[config.mk]
export PLATFORM = sky130hd
export DESIGN_NAME = cnalu_cell
export DESIGN_NICKNAME = d
export VERILOG_FILES = /design/src/rtl/cnalu_pkg.sv /design/src/rtl/cnalu_cell.sv
export SDC_FILE = /design/constraint.sdc
export NUM_CORES = 1
export LEC_CHECK = 0
export BUFFER_PORTS_ARGS = -buffer_cell sky130_fd_sc_hd__buf_4
export CAP_MARGIN = 10
export CORE_AREA = 2 2 333 335
export CTS_BUF_LIST = sky130_fd_sc_hd__clkbuf_2 sky130_fd_sc_hd__clkbuf_4 sky130_fd_sc_hd__clkbuf_8
export CTS_CLUSTER_SIZE = 20
export DETAILED_ROUTE_END_ITERATION = 6
export DIE_AREA = 0 0 335 337
export PLACE_DENSITY = 0.59
export SYNTH_ARGS = -nofsm -noshare
export SYNTH_HDL_FRONTEND = slang
export SYNTH_SLANG_ARGS = --single-unit
export TNS_END_PERCENT = 20
[constraint.sdc]
create_clock -name clk -period 0.8 [get_ports clk]
set_input_delay 0.08 -clock clk [delete_from_list [all_inputs] [get_ports clk]]
set_output_delay 0.08 -clock clk [all_outputs]
set_load 0.1 [all_outputs]
[src/rtl/cnalu_pkg.sv]
// complex number alu package: opcodes, divider cell record, saturation helpers
// no dependencies
package cnalu_pkg;

	localparam int FRAC_BITS = 16;
	// quotient bits produced by the divider row, one per cell
	localparam int QBITS = 34;
	// width of partial remainder and shifted divisor
	localparam int DW = 64 + QBITS - 1;
	// register stages from start to done: operand stage, setup stage, cells, output stage
	localparam int LATENCY = QBITS + 3;

	typedef enum logic [2:0] {
		OP_ADD = 3'd0,
		OP_SUB = 3'd1,
		OP_MUL = 3'd2,
		OP_DIV = 3'd3,
		OP_EQ  = 3'd4,
		OP_NE  = 3'd5
	} op_t;

	typedef struct packed {
		logic [DW-1:0]    rem;
		logic [QBITS-1:0] quo;
		logic             neg;
		logic             ovf;
	} div_part_t;

	typedef struct packed {
		logic          valid;
		logic          is_div;
		logic [31:0]   re;
		logic [31:0]   im;
		logic          cmp;
		logic          dz;
		logic          sat;
		logic [DW-1:0] dvs;
		div_part_t     p_re;
		div_part_t     p_im;
	} cell_t;

	// clip a wide signed value to 32 bits, msb of result is the clip flag
	function automatic logic [32:0] sat_wide(input logic signed [64:0] v);
		logic hi_same;
		begin
			hi_same = (v[64:31] == '0) || (v[64:31] == '1);
			if (hi_same) begin
				sat_wide = {1'b0, v[31:0]};
			end else if (v[64]) begin
				sat_wide = {1'b1, 32'h8000_0000};
			end else begin
				sat_wide = {1'b1, 32'h7FFF_FFFF};
			end
		end
	endfunction

	// signed and saturated quotient part, msb is the clip flag
	function automatic logic [32:0] div_out(input div_part_t p);
		logic clip;
		begin
			if (p.neg) begin
				clip = p.ovf || (p.quo > QBITS'(64'h8000_0000));
				div_out = clip ? {1'b1, 32'h8000_0000} : {1'b0, 32'(-p.quo)};
			end else begin
				clip = p.ovf || (p.quo > QBITS'(64'h7FFF_FFFF));
				div_out = clip ? {1'b1, 32'h7FFF_FFFF} : {1'b0, p.quo[31:0]};
			end
		end
	endfunction

endpackage

[src/rtl/cnalu_cell.sv]
// one restoring-divide cell: one quotient bit for each part, then hands on
// depends on cnalu_pkg
module cnalu_cell (
	input  logic              clk,
	input  logic              arst_n,
	input  cnalu_pkg::cell_t  cin,
	output cnalu_pkg::cell_t  cout
);

	cnalu_pkg::cell_t nxt;

	function automatic cnalu_pkg::div_part_t step(input cnalu_pkg::div_part_t p,
		input logic [cnalu_pkg::DW-1:0] d);
		cnalu_pkg::div_part_t r;
		begin
			r = p;
			if (p.rem >= d) begin
				r.rem = p.rem - d;
				r.quo = {p.quo[cnalu_pkg::QBITS-2:0], 1'b1};
			end else begin
				r.quo = {p.quo[cnalu_pkg::QBITS-2:0], 1'b0};
			end
			step = r;
		end
	endfunction

	always_comb begin
		nxt = cin;
		nxt.p_re = step(cin.p_re, cin.dvs);
		nxt.p_im = step(cin.p_im, cin.dvs);
		nxt.dvs = cin.dvs >> 1;
	end

	// only the valid bit is cleared, the data just holds during reset
	always_ff @(posedge clk or negedge arst_n) begin
		if (!arst_n) begin
			cout.valid <= 1'b0;
		end else begin
			cout <= nxt;
		end
	end

endmodule

==> results.md <==
* Placed Area at 43510 um2
* Cell area after layout at 55350 um2
* Final antenna-violating net count at 0
* DR DRC count at 0
* Minimum clock period at 3.114 ns
* Cell row count at 122
* Die width at 335 um
* Failing checks: negative hold slack, negative setup slack
* Nets at 5907
* Count of pins over their slew limit at 0
* Biggest regs: cout x431
* Fmax at 321.2 MHz
* Max IR drop VDD at 1.525 mV
* Most flops, register: cout
* Mapped Area at 27410 um2
* Largest register FFs at 431
* Top_reg_cell synth: edfxtp_1
* Fin Setup TNS at -853.14 ns
* Share of cells above drive strength 1 at 46.97%
* Synth-to-layout area growth at 101.9%
* CP startpoint: cin[269]
* Vias in the first global route at 32410
* Chip height at 337 um
* Max_cap viols at 0
* RSZ-0062 raised after global routing: yes
* Initial antenna violation count at 35
* Asr flop ratio synth at 0.2320%
* Starting density of the core at 25.01%
* Hold Startpoint: cin[54]
* Gate Count Post-Synth at 2769
* Worst Path Class, Setup: primary input to register
* Starting DRT DRC Count at 1816
* Slew @ Worst Pin at 0.7171 ns
* Reg clk slew, reported paths at 0.07 ns
* # H-tree levels at 3
* Cell variety after synth at 79
* Critical Path Start Type: primary input
* GR Overflow Total at 0
* Crit path DAT at 3.61 ns
* Syn_nets at 3399
* 1st-pass router iterations at 7
* Synthesis warning total at 0
* CTS Root Cell: clkbuf_8
* Tcrit/Tclk final at 389.2%
* Most frequent cells in the layout: 1810 x buf_4, 596 x dlygate4sd3_1, 430 x edfxtp_1, 270 x a21oi_1, 242 x nand2_1
* Final Hold Vio Count at 12
* Crit. End Element: register
* Die ar. at 112900 um2
* Clock Tree Buf Depth at 3
* Total Wirelength at 153300 um
* Core area at 109600 um2
* All-Layer GR Usage at 25.14%
* Avg WL per Cell at 22.59 um
* PwrDens at 2016 nW/um2
* Crit Path Max Fanout at 7
* Vias at 32110
* First-pass GRT wire length at 209400 um
* Top Ports at 866
* Final WS setup at -2.314 ns
* Drt via density at 4.730
* Post-synthesis sequential area ratio at 47.21%
* Status: finished, violations left
* P_leak at 0.02461 uW
* Slew margin rel. at 51.69%
* Number of synthesized flops with an enable pin at 430
* Setup Viol. Count Final at 1205
* Commonest non-fill, non-tap cell in the layout: buf_4
* Inserted Clock Buffers at 85
* Final Hold Slack at -0.3722 ns
* WP data required at 1.30 ns
* Hold Crit Class: primary input to register
* RePlAce Congestion at 0.9238
* Avg Cell Area, Syn at 9.898 um2
* Clock sink count at 431
* CTS tree: built
* Largest net degree at the start of global routing at 43
* Port bufs at 862
* Synthesized flop and latch total at 431
* Dpl hpwl at 113000 um
-- layer usage --
metal | global-route usage, % | up-vias | part of all wire [%]
met4 | 9.579 | 38 | 3.5
met3 | 6.746 | 257 | 7.4
li1 | - | 15320 | -
met5 | 0 | - | 0.16
met1 | 29.71 | 15420 | 40
met2 | 43.43 | 1083 | 49
-- critical path, stage by stage --
cell       delay [ns]
buf_8            0.10
inv_6            0.05
ha_4             0.20
a21o_1           0.17
a21oi_2          0.21
a211oi_4         0.11
o31ai_4          0.35
a2111oi_4        0.17
or3b_4           0.46
a311o_1          0.38
o22a_2           0.31
a21oi_4          0.18
o21ba_4          0.29
clkbuf_16        0.24
mux2_4           0.31
-- cell usage after synthesis (all sizes together) (5+ instances only) --
| cell type | n | area share (%) |
|---|---|---|
| edfxtp | 430 | 47 |
| a21oi | 334 | 6.1 |
| nand2 | 259 | 3.5 |
| o21ai | 228 | 4.2 |
| nor2 | 200 | 2.7 |
| ha | 194 | 8.9 |
| inv | 159 | 2.2 |
| clkbuf | 103 | 1.4 |
| xnor2 | 103 | 3.3 |
| a21o | 92 | 2.5 |
| nand4 | 86 | 2.0 |
| xor2 | 81 | 2.6 |
| o21bai | 64 | 1.8 |
| o21a | 37 | 1.0 |
| buf | 35 | 0.79 |
| nand3 | 33 | 0.60 |
| nor3 | 32 | 0.58 |
| mux2 | 31 | 1.3 |
| a31oi | 30 | 0.68 |
| o31ai | 25 | 0.74 |
| and3 | 21 | 0.48 |
| nor2b | 19 | 0.43 |
| a211oi | 17 | 0.48 |
| and2 | 15 | 0.34 |
| nand2b | 11 | 0.25 |
| or3 | 11 | 0.25 |
| a21boi | 10 | 0.27 |
| nor4 | 9 | 0.21 |
| o211ai | 8 | 0.22 |
| o221ai | 6 | 0.19 |
| a221o | 5 | 0.18 |
| and4 | 5 | 0.16 |
| or4 | 5 | 0.14 |
-- power breakdown --
part	leakage (uW)	total [uW]	internal [uW]	switching, uW
sequential	0.00422	29100	28000	1130
clock	0.00110	30100	18200	11800
combinational	0.0193	52400	19100	33400
-- kinds of logic after synthesis --
family | synth area share, %
AOI/OAI and AO/OA | 20.03
and+or+nand+nor | 12.10
DFF | 47.21
buffers and inverters | 4.383
adders and majority gates | 9.003
xor gates and xnor gates | 5.880
muxes | 1.383
other | 0.01368
-- cell type report --
type,instances,area [um2]
timing repair buffer,2558,22200
multi-input combinational,2042,15580
clock inverter,58,887.1
inverter,159,631.9
tap,1426,1784
fill,9996,54250
clock buffer,100,1282
antenna,15,37.54
sequential,431,12940
-- path summary, 6_finish.rpt --
path	slack, ns	depth (start not counted)	endpoint
worst max-delay path	-2.31	15	cout[121]$_DFFE_PP_
worst min-delay path	-0.37	3	cout[54]$_DFFE_PP_
max in group asynchronous	0.36	3	cout[431]$_DFF_PN0_
min in group asynchronous	0.30	3	cout[431]$_DFF_PN0_
-- stage by stage --
stage	power, uW	hold WS [ns]	utilization [%]	setup WS (ns)	cells
floorplan	57150	-0.2156	-	-2.447	2769
CTS	109100	-0.5874	48.22	-2.157	6687
detailed placement	74250	0.07971	39.70	-3.370	5939
finish	111600	-0.3722	50.50	-2.314	6789
global placement	74180	0.08501	39.70	-3.328	5939
global route	115600	-0.4014	50.49	-2.354	6786
-- repair_timing --
item                                    in CTS  in global routing
buffers inserted                            30                 34
endpoints found under the hold margin      860                 61
hold buffers                               547                 52
gates resized for setup                    275                425
pin swaps                                   48                 87
endpoints found under the setup margin     627               1123
gates cloned                                14                 15
(Power assumes the default switching activity.)
